<file path="config.mk">
export PLATFORM = sky130hd
export DESIGN_NAME = address_keyed_flash_word_scrambler
export DESIGN_NICKNAME = d
export VERILOG_FILES = /design/src/rtl/akfs_pkg.sv /design/src/rtl/address_keyed_flash_word_scrambler.sv /design/src/rtl/akfs_core.sv
export SDC_FILE = /design/constraint.sdc
export NUM_CORES = 1
export LEC_CHECK = 0
export ABC_AREA = 1
export BUFFER_PORTS_ARGS = -buffer_cell sky130_fd_sc_hd__buf_2
export CORE_MARGIN = 2
export CORE_UTILIZATION = 61
export DETAILED_ROUTE_END_ITERATION = 16
export GPL_ROUTABILITY_DRIVEN = 0
export GPL_TIMING_DRIVEN = 1
export PLACE_DENSITY = 0.82
export SKIP_LAST_GASP = 1
export SLEW_MARGIN = 0
export SYNTH_ARGS = -nofsm -noshare
export SYNTH_HDL_FRONTEND = slang
export SYNTH_HIERARCHICAL = 1
export SYNTH_SLANG_ARGS = --single-unit
</file>
<file path="constraint.sdc">
create_clock -name clk -period 4.75 [get_ports clk]
set_input_delay 0.7125 -clock clk [delete_from_list [all_inputs] [get_ports clk]]
set_output_delay 0.7125 -clock clk [all_outputs]
set_load 0.01 [all_outputs]
</file>
<file path="src/rtl/akfs_pkg.sv">
package akfs_pkg;

  typedef logic [15:0] word_t;
  typedef word_t [15:0] cols_t;
  typedef word_t [23:0] addr_terms_t;
  typedef logic [24:0] [31:0] pair_bits_t;
  typedef word_t [24:0] pair_masks_t;

  typedef struct packed {
    logic        direction;
    logic [15:0] key_word;
    logic        region_kind;
    logic [31:0] region_base;
    logic [15:0] scramble_start;
  } akfs_cfg_t;

  localparam int CfgIndexWidth = 3;
  localparam int CfgDataWidth = 32;

  localparam logic [CfgIndexWidth-1:0] REG_DIRECTION      = 3'd0;
  localparam logic [CfgIndexWidth-1:0] REG_KEY_WORD       = 3'd1;
  localparam logic [CfgIndexWidth-1:0] REG_REGION_KIND    = 3'd2;
  localparam logic [CfgIndexWidth-1:0] REG_REGION_BASE    = 3'd3;
  localparam logic [CfgIndexWidth-1:0] REG_SCRAMBLE_START = 3'd4;

  localparam logic DIR_DECRYPT = 1'b0;
  localparam logic DIR_ENCRYPT = 1'b1;
  localparam logic REGION_MCU  = 1'b0;
  localparam logic REGION_PPM  = 1'b1;

  localparam logic [31:0] REGION_BASE_RESET    = 32'h0100_0000;
  localparam logic [15:0] SCRAMBLE_START_RESET = 16'h0084;

  localparam cols_t MIX_COLS = {
    16'hA908, 16'h5221, 16'h2908, 16'h1000, 16'h0900, 16'hAD1A, 16'h1220, 16'h0100,
    16'h52A1, 16'hFFFF, 16'h1020, 16'hA918, 16'h0908, 16'h52A5, 16'hA91A, 16'h1221
  };

  localparam addr_terms_t ADDR_TERMS = {
    16'hEFDF, 16'h0000, 16'hA818, 16'h5B21, 16'hB93A, 16'h56E7, 16'hA91A, 16'h4084,
    16'h5221, 16'h8432, 16'h0000, 16'hEE9F, 16'h5080, 16'hDFF7, 16'hEFDF, 16'h4285,
    16'hCBB1, 16'h52A5, 16'h14C4, 16'hA71B, 16'hD6F7, 16'hC99F, 16'h3E7F, 16'h0FAE
  };

  localparam pair_bits_t PAIR_BITS = {
    32'h0080_0000, 32'h0008_0100, 32'h0004_4000, 32'h0004_0040, 32'h0002_0200,
    32'h0001_0400, 32'h0001_0040, 32'h0001_0010, 32'h0000_A000, 32'h0000_9000,
    32'h0000_8008, 32'h0000_4040, 32'h0000_4010, 32'h0000_2080, 32'h0000_2020,
    32'h0000_1100, 32'h0000_1080, 32'h0000_1020, 32'h0000_0900, 32'h0000_0840,
    32'h0000_0810, 32'h0000_0600, 32'h0000_0480, 32'h0000_0220, 32'h0000_0140
  };

  localparam pair_masks_t PAIR_MASKS = {
    16'hB908, 16'hA918, 16'h1B20, 16'hA91A, 16'h53A5,
    16'h0908, 16'h5221, 16'hAD1A, 16'hBD3A, 16'h1000,
    16'h2908, 16'hA908, 16'hA91A, 16'hFBBD, 16'h0100,
    16'h52A1, 16'h0908, 16'h1221, 16'h2008, 16'h1220,
    16'h5221, 16'hB928, 16'h1221, 16'h52A1, 16'h1000
  };

  // Gauss-Jordan over GF(2); evaluated at elaboration only.
  function automatic cols_t invert_mix(input cols_t cols);
    cols_t img;
    cols_t pre;
    word_t tmp;
    int    k_sel;
    logic  found;
    for (int k = 0; k < 16; k++) begin
      img[k] = cols[k];
      pre[k] = word_t'(1) << k;
    end
    for (int p = 0; p < 16; p++) begin
      found = 1'b0;
      k_sel = p;
      for (int k = p; k < 16; k++) begin
        if (!found && img[k][p]) begin
          found = 1'b1;
          k_sel = k;
        end
      end
      if (found) begin
        if (k_sel != p) begin
          tmp = img[k_sel]; img[k_sel] = img[p]; img[p] = tmp;
          tmp = pre[k_sel]; pre[k_sel] = pre[p]; pre[p] = tmp;
        end
        for (int r = 0; r < 16; r++) begin
          if (r != p && img[r][p]) begin
            img[r] = img[r] ^ img[p];
            pre[r] = pre[r] ^ pre[p];
          end
        end
      end
    end
    return pre;
  endfunction

  localparam cols_t MIX_INV = invert_mix(MIX_COLS);

  function automatic word_t apply_cols(input cols_t cols, input word_t x);
    word_t r;
    r = '0;
    for (int i = 0; i < 16; i++) begin
      if (x[i]) begin
        r = r ^ cols[i];
      end
    end
    return r;
  endfunction

  function automatic word_t addr_mask(input logic [31:0] a);
    word_t m;
    m = '0;
    for (int i = 0; i < 25; i++) begin
      if ((a & PAIR_BITS[i]) == PAIR_BITS[i]) begin
        m = m ^ PAIR_MASKS[i];
      end
    end
    for (int i = 0; i < 24; i++) begin
      if (a[i+1]) begin
        m = m ^ ADDR_TERMS[i];
      end
    end
    return m;
  endfunction

endpackage

</file>
<file path="src/rtl/address_keyed_flash_word_scrambler.sv">
// Channel  Handshake                 Payload
// in       in_valid / in_ready       word_address[31:0], data_in[15:0], end_of_block
// out      out_valid / out_ready     data_out[15:0], end_of_block_out
// cfg      cfg_write (no wait)       cfg_index[2:0], cfg_data[31:0]
//
// One transaction per cycle while the output is not stalled; data passes an input register, then a result register.
// Mask and GF(2) mix are one XOR tree between the two registers.
// rst clears config registers to reset values and empties both stages.
// Output stall holds the result; the input stage keeps accepting until both stages fill.
module address_keyed_flash_word_scrambler
  import akfs_pkg::*;
(
  input  logic                     clk,
  input  logic                     rst,
  input  logic                     in_valid,
  output logic                     in_ready,
  input  logic [31:0]              word_address,
  input  logic [15:0]              data_in,
  input  logic                     end_of_block,
  output logic                     out_valid,
  input  logic                     out_ready,
  output logic [15:0]              data_out,
  output logic                     end_of_block_out,
  input  logic                     cfg_write,
  input  logic [CfgIndexWidth-1:0] cfg_index,
  input  logic [CfgDataWidth-1:0]  cfg_data
);

  akfs_cfg_t   cfg;
  logic        s1_valid;
  logic [31:0] s1_address;
  logic [15:0] s1_data;
  logic        s1_eob;
  logic [15:0] data_out_next;
  logic        s2_load;
  logic        s1_load;

  assign s2_load  = !out_valid || out_ready;
  assign in_ready = !s1_valid || s2_load;
  assign s1_load  = in_valid && in_ready;

  always_ff @(posedge clk) begin
    if (rst) begin
      cfg.direction      <= DIR_DECRYPT;
      cfg.key_word       <= '0;
      cfg.region_kind    <= REGION_MCU;
      cfg.region_base    <= REGION_BASE_RESET;
      cfg.scramble_start <= SCRAMBLE_START_RESET;
    end else if (cfg_write) begin
      case (cfg_index)
        REG_DIRECTION:      cfg.direction      <= cfg_data[0];
        REG_KEY_WORD:       cfg.key_word       <= cfg_data[15:0];
        REG_REGION_KIND:    cfg.region_kind    <= cfg_data[0];
        REG_REGION_BASE:    cfg.region_base    <= cfg_data[31:0];
        REG_SCRAMBLE_START: cfg.scramble_start <= cfg_data[15:0];
        default: ;
      endcase
    end
  end

  always_ff @(posedge clk) begin
    if (rst) begin
      s1_valid <= 1'b0;
    end else if (in_ready) begin
      s1_valid <= in_valid;
    end
  end

  always_ff @(posedge clk) begin
    if (s1_load) begin
      s1_address <= word_address;
      s1_data    <= data_in;
      s1_eob     <= end_of_block;
    end
  end

  akfs_core u_core (
    .cfg          (cfg),
    .word_address (s1_address),
    .data_in      (s1_data),
    .data_out     (data_out_next)
  );

  always_ff @(posedge clk) begin
    if (rst) begin
      out_valid <= 1'b0;
    end else if (s2_load) begin
      out_valid <= s1_valid;
    end
  end

  always_ff @(posedge clk) begin
    if (s2_load && s1_valid) begin
      data_out         <= data_out_next;
      end_of_block_out <= s1_eob;
    end
  end

`ifndef SYNTHESIS
  a_reset_empty: assert property (@(posedge clk) rst |=> !out_valid && !s1_valid)
    else $error("pipeline not empty after reset");

  a_ready_when_drained: assert property (@(posedge clk) disable iff (rst)
    !out_valid |-> in_ready)
    else $error("input stalled with empty result stage");

  a_eob_follows: assert property (@(posedge clk) disable iff (rst)
    s2_load && s1_valid |=> end_of_block_out == $past(s1_eob))
    else $error("block end mark lost");

  a_clear_prefix: assert property (@(posedge clk) disable iff (rst)
    s2_load && s1_valid && cfg.region_kind == REGION_MCU
      && (s1_address - cfg.region_base) < {16'b0, cfg.scramble_start}
    |=> data_out == $past(s1_data))
    else $error("clear prefix word was modified");

  a_valid_moves: assert property (@(posedge clk) disable iff (rst)
    s1_valid && s2_load |=> out_valid)
    else $error("stage one transaction dropped");
`endif

endmodule

</file>
<file path="src/rtl/akfs_core.sv">
module akfs_core
  import akfs_pkg::*;
(
  input  akfs_cfg_t   cfg,
  input  logic [31:0] word_address,
  input  logic [15:0] data_in,
  output logic [15:0] data_out
);

  logic [31:0] offset;
  logic        scrambled;
  word_t       mask;
  word_t       dec_word;
  word_t       enc_word;

  assign offset    = word_address - cfg.region_base;
  assign scrambled = (cfg.region_kind == REGION_PPM) || (offset >= {16'b0, cfg.scramble_start});
  assign mask      = addr_mask(word_address);
  assign dec_word  = apply_cols(MIX_INV, data_in ^ mask) ^ cfg.key_word;
  assign enc_word  = apply_cols(MIX_COLS, data_in ^ cfg.key_word) ^ mask;

  always_comb begin
    if (!scrambled) begin
      data_out = data_in;
    end else if (cfg.direction == DIR_ENCRYPT) begin
      data_out = enc_word;
    end else begin
      data_out = dec_word;
    end
  end

endmodule

</file>
==> summary.txt, run 1 <==
Status
  – Outcome: complete, no violations

Yosys
  – EDFF count, synth: 66
  – Syn Inst Count: about 1,600
  – Largest area contributor in the netlist: edfxtp_1
  – Area share of the largest cell type after synthesis: 17.44%
  – Top-count cell post-synth: nand2_1
  – Syn nets: 1,715
  – Largest family of logic cells by synthesized area: simple AND/OR/NAND/NOR gates
  – Main flop type after synthesis: dfxtp_1
  – Xor/xnor share of the synthesized area: 21.20%
  – Syn_area_per_cell: 7.200 um^2
  – Unique masters post-synth: 49
  – Async SR Flop Fraction: 0%
  – Synth top area cells: edfxtp_1, nand2_1, dfxtp_1
  – Post-Synth Adder-Cell Area: 5.352%
  – Post-Synth Simple-Gate Area: 29.06%
  – Register area share after synthesis: just under 30%
  – #FFs+latches synth: 134
  – Synthesized area: 11,360 um^2
  – Synth cell count leaders: nand2_1, inv_1, nor2_1
  – Compound-gate portion of the synthesized area: ~5.4%
  – Ys Warns: 6
  – Mux contribution to synthesized area: 0%

Cells and area
  – Final Instance Area: 12,490 um^2
  – Ant. Diodes: 0
  – Number of fill cells: 1,493
  – Register area: between 3000 and 4000 um^2
  – Area growth syn-to-layout: 9.923%
  – Share of cells above drive strength 1: 11.16%
  – Multi-input logic area: 6930 um^2
  – # nets final: 1,800

CTS
  – Hold-fix buffers, CTS: 0
  – CTS Buf Count: 17
  – Max Root-Sink Buffers: 2
  – Clock Sinks: 134
  – Clk_lat worst skew: 430 ps
  – Clock slew at reported path FFs: 60 ps
  – Clk root buf: clkbuf_16
  – Post-CTS sizing: 0
  – Post-CTS Setup Bufs: 0
  – H-tree depth: 4
  – CTS tree: built

Routing
  – Post-route ant nets: 0
  – Via density: 5.634
  – Residual DRC: 0
  – Via total after detailed routing: 10,732
  – Initial DRC count: 1,414
  – Routed len/inst: 16.87 um
  – Post-Route WL: 32,140 um
  – Detailed Routing Iterations Pass 1: 7

Global route
  – First-pass GRT wire length: 49,990 um
  – Initial antenna violation count: 0
  – Met1 GRT Util: just over 40%
  – Largest net degree at the start of global routing: between 60 and 70
  – Met3 Use GR: 5.573%
  – Vias in the first global route: 10,014
  – Gr usage total: 32.52%
  – Grt met2 use: 54.51%
  – Busiest grt layer: met2
  – Grt ovf: 0

STA
  – Max-slew violations: 0
  – Fmax: approximately 0.24 GHz
  – Final TNS setup: 0 ps
  – Final min period: 4240 ps
  – Final hold violations: 0
  – Max Clock Skew: 8.102 ps
  – Worst Max-Slew Pin Slew: 1163 ps
  – Slew HR: 22.38%
  – RSZ-0062 raised after global routing: no
  – Final setup fails: 0
  – Crit share post-route: between 80 and 90%

Power and ir drop
  – Maximum vdd drop: between 0.2 and 0.25 mV
  – Sw frac: 39.40%
  – Clock share of power: between 20 and 30%
  – P_int: about 2.9 mW
  – Leak: 5.856 nW
  – Comb power frac: a little over two fifths
  – Flop pwr share: 29.7%
  – Pwr dens: 386.5 nW/um^2
  – Overall Power: just under 5 mW
  – Psw: 1.902 mW

Placed design
  – Placement Cell Area: approximately 12,000 um^2
  – PortBufs: about 110
  – Final HPWL DP: roughly 25,000 um

Setup path
  – Worst-path maximum fanout: 10
  – CP Data Arrival Time: 4420 ps
  – Crit Path Class: flip-flop to flip-flop
  – Critical path endpoint category: flip-flop
  – Setup crit start kind: flip-flop
  – CP required: 4930 ps
  – R2R depth: 21

Min path
  – Min-delay worst type: flip-flop to flip-flop
  – Hold path cells: 0

Floorplanning
  – Die Ht: 140.5 um
  – Die width: 140.5 um
  – DIE AREA: about 20,000 um^2
  – Initial Util: 62.60%
  – Cell Rows: 49
  – Core ar.: 18,150 um^2
  – # IOs: 108

Job
  – Max-Cap Viols: 0
[per-stage QoR]
| step | utilization (%) | hold slack (ps) | instances | worst slack (ps) |
|---|---|---|---|---|
| 2_1_floorplan | - | 400.3 | 1578 | 1397 |
| 3_3_place_gp | 65.57 | 404.9 | 1873 | 831.3 |
| 3_5_place_dp | 65.57 | 417.8 | 1873 | 672.4 |
| 4_1_cts | 68.82 | 432.6 | 1905 | 663.5 |
| 5_1_grt | 68.82 | 435.9 | 1905 | 247.4 |
| 6_report | 68.82 | 431.9 | 1905 | 510.4 |
[cells by family after synthesis]
| logic type | Yosys count |
|---|---|
| xor+xnor | 260 |
| simple gates | 776 |
| flops | 134 |
| fa+ha+maj | 48 |
| buf+inv | 250 |
| compound gates | 110 |
[routing by layer]
layer  vias up  routed length (um)
li1       5128                   -
met4         0                1714
met5         -                   0
met3       129                2715
met1      4865               12740
met2       610               14960
[final cells by class]
| class | count | share of cell area [%] |
|---|---|---|
| clock inverters | 15 | 1.312 |
| repair buffers | 112 | 4.589 |
| inverters | 204 | 6.132 |
| multi-input cells | 1194 | 55.50 |
| flip-flops and latches | 134 | 26.77 |
| clock buffers | 17 | 3.406 |
| well taps | 229 | 2.294 |
[critical path: stages (launching register included)]
cell	delay, ps
edfxtp_1	630
ha_1	470
nand2_1	120
inv_1	80
nand2_1	100
nor3_2	210
a21oi_2	120
o21ai_1	220
xor2_1	190
ha_1	260
a21oi_1	130
or2_2	130
and3_1	130
nand3_1	80
nor2_1	110
nand4_1	90
nor2_1	110
nand4_1	130
nor2_1	140
nand4_2	320
nand2_1	170
nand2_1	70
[sequential cells by signal (all words and copies together), names as in the netlist]
signal	count
cfg	66
data_out	16
end_of_block_out	1
out_valid	1
s1_address	32
s1_data	16
s1_eob	1
s1_valid	1
[power groups by stage]
stage	Combinational (mW)	Sequential (mW)	Clock (mW)
after detailed placement	2.00	1.45	0
after global placement	1.93	1.45	0
after global routing	2.29	1.44	1.39
after floorplan	1.57	1.43	0
final	2.06	1.43	1.34
after CTS	2.02	1.43	1.35
[worst paths after layout]
path	slack, ps	start	to
max	510	s1_address[7]	data_out[6]
min	430	s1_eob	end_of_block_out
max reg2reg	510	s1_address[7]	data_out[6]
min reg2reg	430	s1_eob	end_of_block_out
[layout by cell type (no fill, tap or decap), drive strengths merged]
master	instances
nand2	398
inv	211
nor2	198
xor2	135
nand3	127
xnor2	125
buf	112
dfxtp	68
edfxtp	66
a21oi	52
ha	47
o21ai	37
clkbuf	17
nand4	15
or2	14
nand3b	10
nor3	8
a21o	6
clkinv	6
o21bai	3
bufinv	2
a21boi	2
and3	2
a211oi	2
nor4	2
a31oi	2
o211a	2
nor3b	2
a31o	1
o21a	1
o211ai	1
a221oi	1
fa	1
Note: power is estimated with default switching activity, not from simulation.
==> run 2, diff against run 1 <==
RECOVER_POWER = 100   (was default)
==> run 2 against run 1 <==
  * The flow now finishes with violations (max-capacitance violations, max-slew violations)
  * Fmax shrank 1.0%
  * Final cell count is the same
  * Register-to-register slack worse by 40 ps
  * Global-route usage did not move
  * Sequential power is essentially flat
  * Total power decreased by 0.18%
  * Sequential share of layout area rose by 0.13 points
  * Critical path type unchanged
==> summary.txt, run 2 (same netlist as run 1, synthesis figures left out) <==
Placed design
  – Placement Cell Area: 11,900 um^2 (unchanged)
  – PortBufs: 107 (unchanged)
  – Final HPWL DP: 24,730 um (unchanged)

Routing
  – Via total after detailed routing: 10,714 (-0.17%)
  – Detailed Routing Iterations Pass 1: 6 (-1)
  – Post-Route WL: 32,140 um (about the same)
  – Initial DRC count: 1,198 (-15%)
  – Routed len/inst: 16.87 um (about the same)
  – Post-route ant nets: 0 (unchanged)
  – Residual DRC: 0 (unchanged)
  – Via density: 5.624 (-0.17%)

Setup path
  – Critical Path Max Stage Delay: 630 ps (about the same)
  – Critical path endpoint category: flip-flop
  – Reg-to-reg critical path startpoint: s1_address[7]
  – Setup crit start kind: flip-flop
  – Worst-path maximum fanout: 10 (unchanged)
  – Crit Path Class: flip-flop to flip-flop
  – Flop-to-flop setup slack: 470 ps (-40 ps)
  – CP required: 4930 ps (about the same)
  – CP Data Arrival Time: 4470 ps (+50 ps)
  – Reg-to-Reg End: data_out[6]
  – Cell Chain, Critical Path: ha_1 -> nand2_1 -> inv_1 -> nand2_1 -> nor3_2 -> a21oi_2 -> o21ai_0 -> xor2_1 -> ha_1 -> a21oi_1 -> and3_1 -> nand3_1 -> nor2_1 -> nand4_1 -> nor2_1 -> nand4_1 -> nor2_1 -> nand4_2 -> nand2_1 -> nand2_1
  – Most used cell, CP: nand2_1
  – R2R depth: 20 (-4.8%)
  – CP max-delay cell: edfxtp_1

Cells and area
  – Share of cells above drive strength 1: 9.189% (-2.0 points)
  – Layout Utilization: 68.47% (-0.34 points)
  – Final Instance Area: 12,430 um^2 (-0.50%)
  – Ant. Diodes: 0 (unchanged)
  – Largest register FFs: 66 (unchanged)
  – Area growth syn-to-layout: 9.373%
  – # nets final: 1,800 (unchanged)
  – Biggest register: cfg
  – Number of fill cells: 1,508 (+1.0%)
  – Regs by FF count: cfg x66, s1_address x32
  – Commonest non-fill, non-tap cells in the layout: nand2_1, inv_1, nor2_1
  – Commonest non-fill, non-tap cell in the layout: nand2_1

Global route
  – Grt met2 use: 54.51% (unchanged)
  – Gr usage total: 32.52% (unchanged)
  – Initial antenna violation count: 0 (unchanged)
  – Met1 GRT Util: 40.21% (unchanged)
  – Met3 Use GR: 5.573% (unchanged)
  – First-pass GRT wire length: 49,990 um (unchanged)
  – Grt ovf: 0 (unchanged)
  – Vias in the first global route: 10,014 (unchanged)
  – Largest net degree at the start of global routing: 67 (unchanged)
  – Busiest grt layer: met2

Floorplanning
  – Core ar.: 18,150 um^2 (unchanged)
  – Initial Util: 62.60% (unchanged)
  – Die Ht: 140.5 um (unchanged)
  – # IOs: 108 (unchanged)
  – Cell Rows: 49 (unchanged)
  – DIE AREA: 19,730 um^2 (unchanged)
  – Die width: 140.5 um (unchanged)

STA
  – Worst Max-Slew Pin Slew: 2259 ps (+1096 ps)
  – Max-slew violations: 135 (+135)
  – Final hold violations: 0 (unchanged)
  – Fmax: 0.2334 GHz (-1.0%)
  – Final TNS setup: 0 ps (unchanged)
  – Slew HR: -51.15% (-74 points)
  – Final setup fails: 0 (unchanged)
  – Crit share post-route: 90.18% (+0.93 points)
  – RSZ-0062 raised after global routing: no
  – Final min period: 4284 ps (+44.06 ps)
  – Max Clock Skew: 8.298 ps (+0.1958 ps)

CTS
  – CTS Buf Count: 17 (unchanged)
  – Max Root-Sink Buffers: 2 (unchanged)
  – Hold-fix buffers, CTS: 0 (unchanged)
  – H-tree depth: 4 (unchanged)
  – Clk_lat worst skew: 440 ps (about the same)
  – Post-CTS sizing: 0 (unchanged)
  – Clk root buf: clkbuf_16
  – Clock slew at reported path FFs: 60 ps (about the same)
  – Clock Sinks: 134 (unchanged)
  – CTS tree: built
  – Post-CTS Setup Bufs: 0 (unchanged)

Status
  – Failing checks: max-capacitance violations, max-slew violations
  – Outcome: finished, violations left

Min path
  – Worst Hold End: end_of_block_out
  – Min-delay src: s1_eob
  – Hold path cells: 0 (unchanged)
  – Min-delay worst type: flip-flop to flip-flop

Power and ir drop
  – Maximum vdd drop: 0.2502 mV (+0.68%)
  – Leak: 5.758 nW (-1.7%)
  – Pwr dens: 387.7 nW/um^2 (+0.32%)

Job
  – Max-Cap Viols: 3 (+3)
## run 2: power breakdown
| part | switching, mW | internal (mW) |
|---|---|---|
| clock | 0.554 | 0.783 |
| combinational | 1.27 | 0.777 |
| sequential | 0.0801 | 1.35 |
## run 2: through the flow
stage	power [mW]	worst slack, ps	instances	hold slack [ps]
final	4.818	466.3	1905	432.9
after global routing	5.112	145.8	1905	435.9
after CTS	4.796	663.5	1905	432.6
after detailed placement	3.449	672.4	1873	417.8
after global placement	3.380	831.3	1873	404.9
after floorplan	3.008	1397	1578	400.3
## run 2: worst max path at each step
stage,start,endpoint,cells past startpoint
2_1_floorplan,s1_address[0],data_out[14],24
3_3_place_gp,s1_address[7],data_out[13],18
3_5_place_dp,s1_address[7],data_out[4],21
4_1_cts,s1_address[7],data_out[11],21
5_1_grt,s1_address[7],data_out[4],18
6_report,s1_address[7],data_out[6],20
## run 2: layout make-up
| class | count | area [um^2] | share of cell area, % |
|---|---|---|---|
| Clock buffer | 17 | 425.4 | 3.424 |
| Clock inverter | 15 | 163.9 | 1.319 |
| Inverter | 204 | 765.7 | 6.163 |
| Multi-Input combinational cell | 1194 | 6909 | 55.60 |
| Sequential cell | 134 | 3343 | 26.91 |
| Tap cell | 229 | 286.5 | 2.306 |
| Timing Repair Buffer | 112 | 531.8 | 4.280 |
## run 2: critical path, delay by kind of cell (launching register included)
family          cells  cell delay (ps)
buf+inv             1               80
fa+ha+maj           2              740
xor+xnor            1              210
simple gates       13             1800
flops               1              630
compound gates      3              570
## run 2: routing by layer
layer  wire, um  up-vias
met5          0        -
met4       1668        0
met3       2671      121
met2      15010      575
met1      12800     4888
li1           -     5130
==> run 3, diff against run 2 <==
ABC_AREA = 0   (was 1)
CORE_UTILIZATION = 60   (was 61)
==> run 3 against run 2 <==
  * The flow still finishes with violations (max-capacitance violations, max-slew violations)
  * Highest routed layer unchanged
  * Die area fell by 14%
  * Area after synthesis fell by 16%
  * Final area fell by 12%
  * Sequential share of layout area grew 3.6 points
  * Non-clock buffer count rose by 24
  * Global-route usage decreased by 5.9 points
  * Count of clock-buffer cells in the layout up 4
  * Fmax shrank 8.7%
  * Critical path type unchanged
  * Combinational power decreased by 9%
  * Final cell count shrank 31%
==> summary.txt, run 3 <==
Status
  – Failing checks: max-capacitance violations, max-slew violations
  – Outcome: finished, violations left

Placed design
  – PortBufs: 107 (unchanged)
  – Dpl cells: 1,275 (-32%)
  – Final HPWL DP: 15,960 um (-35%)

STA
  – RSZ-0062 raised after global routing: yes
  – Max Clock Skew: 10.39 ps (+2.093 ps)
  – Final min period: 4692 ps (+408.0 ps)
  – Crit share post-route: 98.77% (+8.6 points)
  – Final setup fails: 0 (unchanged)
  – Final hold violations: 0 (unchanged)
  – Max-slew violations: 124 (-8.1%)
  – Slew HR: -56.38% (-5.2 points)
  – Worst Max-Slew Pin Slew: 2346 ps (+86.78 ps)
  – Fmax: 0.2131 GHz (-8.7%)

CTS
  – Max Root-Sink Buffers: 2 (unchanged)
  – CTS Buf Count: 17 (unchanged)
  – CTS tree: built
  – Clk root buf: clkbuf_16
  – Clock Sinks: 134 (unchanged)
  – Clock slew at reported path FFs: 60 ps (about the same)
  – Hold-fix buffers, CTS: 0 (unchanged)
  – Clk_lat worst skew: 440 ps (about the same)
  – H-tree depth: 4 (unchanged)

Cells and area
  – Area growth syn-to-layout: 15.31%
  – Ant. Diodes: 0 (unchanged)
  – Regs by FF count: cfg x66, s1_address x32
  – Largest register FFs: 66 (unchanged)
  – Biggest register: cfg
  – Finished Layout Cells: 1,313 (-31%)
  – Share of cells above drive strength 1: 16.96% (+7.8 points)
  – # nets final: 1,221 (-32%)
  – Commonest non-fill, non-tap cell in the layout: xnor2_1
  – Commonest non-fill, non-tap cells in the layout: xnor2_1, nand2b_1, buf_2

Routing
  – Met3 routed WL: 1015 um (-62%)
  – Highest Signal Layer: met4
  – Routed length on met1: 9539 um (-25%)
  – Met2 wire length: 10,960 um (-27%)
  – Via density: 5.410 (-3.8%)
  – Via total after detailed routing: 7,103 (-34%)
  – Routed len/inst: 16.98 um (+0.66%)
  – Detailed Routing Iterations Pass 1: 5 (-1)
  – Post-route ant nets: 0 (unchanged)
  – Initial DRC count: 554 (-54%)
  – Post-Route WL: 22,300 um (-31%)
  – Residual DRC: 0 (unchanged)

Floorplanning
  – Core ar.: 15,710 um^2 (-13%)
  – # IOs: 108 (unchanged)
  – Die Ht: 130.0 um (-7.5%)
  – Cell Rows: 46 (-6.1%)
  – Initial Util: 60.58% (-2.0 points)
  – DIE AREA: 16,890 um^2 (-14%)
  – Die width: 130.0 um (-7.5%)

Yosys
  – Synth cell count leaders: xnor2_1, nand2b_1, mux2i_1
  – Main flop type after synthesis: dfxtp_1
  – Async SR Flop Fraction: 0% (unchanged)
  – Syn nets: 1,106 (-36%)
  – Top-count cell post-synth: xnor2_1
  – Syn_area_per_cell: 9.824 um^2 (+36%)
  – Register area share after synthesis: 35.12% (+5.7 points)
  – Synthesized area: 9519 um^2 (-16%)
  – Ys Warns: 6 (unchanged)
  – Area share of the largest cell type after synthesis: 20.82% (+3.4 points)
  – #FFs+latches synth: 134 (unchanged)
  – Largest area contributor in the netlist: edfxtp_1
  – Syn Inst Count: 969 (-39%)
  – EDFF count, synth: 66 (unchanged)
  – Unique masters post-synth: 69 (+41%)
  – Synth top area cells: edfxtp_1, dfxtp_1, xnor2_1

Setup path
  – Crit Path Class: flip-flop to flip-flop
  – Worst-path maximum fanout: 11 (+1)
  – Setup crit start kind: flip-flop
  – CP Data Arrival Time: 4870 ps (+400 ps)
  – Critical path endpoint category: flip-flop
  – CP required: 4930 ps (about the same)

Global route
  – Vias in the first global route: 7,046 (-30%)
  – Grt ovf: 0 (unchanged)
  – Initial antenna violation count: 0 (unchanged)
  – First-pass GRT wire length: 34,640 um (-31%)
  – Gr usage total: 26.67% (-5.9 points)
  – Largest net degree at the start of global routing: 72 (+7.5%)

Min path
  – Min-delay worst type: flip-flop to flip-flop

Power and ir drop
  – Pwr dens: 428.1 nW/um^2 (+10%)
  – Leak: 4.338 nW (-25%)
  – Overall Power: 4.700 mW (-2.5%)
  – Maximum vdd drop: 0.2991 mV (+20%)

Job
  – Max-Cap Viols: 3 (unchanged)
## run 3: changes by cell type after synthesis, moves of 80 or more
| cell | delta |
|---|---|
| inv_1 | -138 |
| xor2_1 | -80 |
| nor2_1 | -151 |
| nand2_1 | -334 |
| nand2b_1 | +104 |
| nand3_1 | -121 |
## run 3: metrics by stage
step / hold WS [ps] / setup slack, ps / instance area (um^2) / setup TNS, ps / util (%)
2_1_floorplan: 400.3 / 403.7 / 9519 / 0 / -
3_5_place_dp: 408.3 / -11.93 / 10230 / -18.11 / 65.12
3_3_place_gp: 405.7 / 102.2 / 10230 / 0 / 65.12
5_1_grt: 434.9 / -206.3 / 10980 / -2407 / 69.86
6_report: 419.7 / 58.25 / 10980 / 0 / 69.86
4_1_cts: 421.6 / 39.80 / 10880 / 0 / 69.24
## run 3: timing repair
| action | in CTS | in global routing |
|---|---|---|
| setup buffers | 1 | 3 |
| setup endpoints to repair | 2 | 16 |
| pin swaps | 3 | 5 |
| gates resized for setup | 1 | 16 |
| cloned | 0 | 2 |
## run 3: routing by layer
layer	vias to the layer above	track usage, %
met5	-	0
met4	0	12.33
met3	56	5.740
met2	222	45.83
met1	3318	32.02
li1	3507	-
## run 3: cells by family (layout without fill, tap and decap cells)
kind of cell               after synthesis  count (layout)  synth area share, %
xor gates and xnor gates               210             210                20.68
buffers and inverters                  104             232                5.468
DFF                                    134             134                35.12
AOI/OAI and AO/OA                      140             140                9.648
adders and majority gates               48              48                6.388
and+or+nand+nor                        256             256                14.55
muxes                                   77              77                8.149
## run 3: final cells by class
type	count	area (um^2)
sequential	134	3343
timing repair buffer	136	763.2
clock buffer	21	504.2
clock inverter	11	132.6
tap	216	270.3
multi-input combinational	731	5723
inverter	64	240.2
fill	1192	4736
## run 3: where the power goes
part           internal [mW]  switching (mW)
registers               1.38          0.0524
clock network          0.873           0.536
logic                  0.912           0.946
## run 3: worst paths after layout
check | startpoint | to | slack, ps | cells after the start
worst max register to register | s1_address[0] | data_out[5] | 60 | 23
worst min-delay path | s1_eob | end_of_block_out | 420 | 0
worst max-delay path | s1_address[0] | data_out[5] | 60 | 23
worst min register to register | s1_eob | end_of_block_out | 420 | 0
## run 3: worst max-delay path: stages, from the launching register on
cell and delay, ps:
edfxtp_1 360, inv_1 70, ha_2 190, inv_2 50, fa_2 350, a211oi_2 240, o21bai_1 140, a21oi_2 200
o21ai_2 70, a21oi_2 130, nor2b_1 60, o21ai_1 120, a21oi_1 80, ha_1 290, a21o_1 180, a221oi_2 250
buf_4 150, o22ai_1 60, or3_1 380, nor4_1 170, and4_1 270, o2111ai_4 170, buf_12 190, mux2_2 260
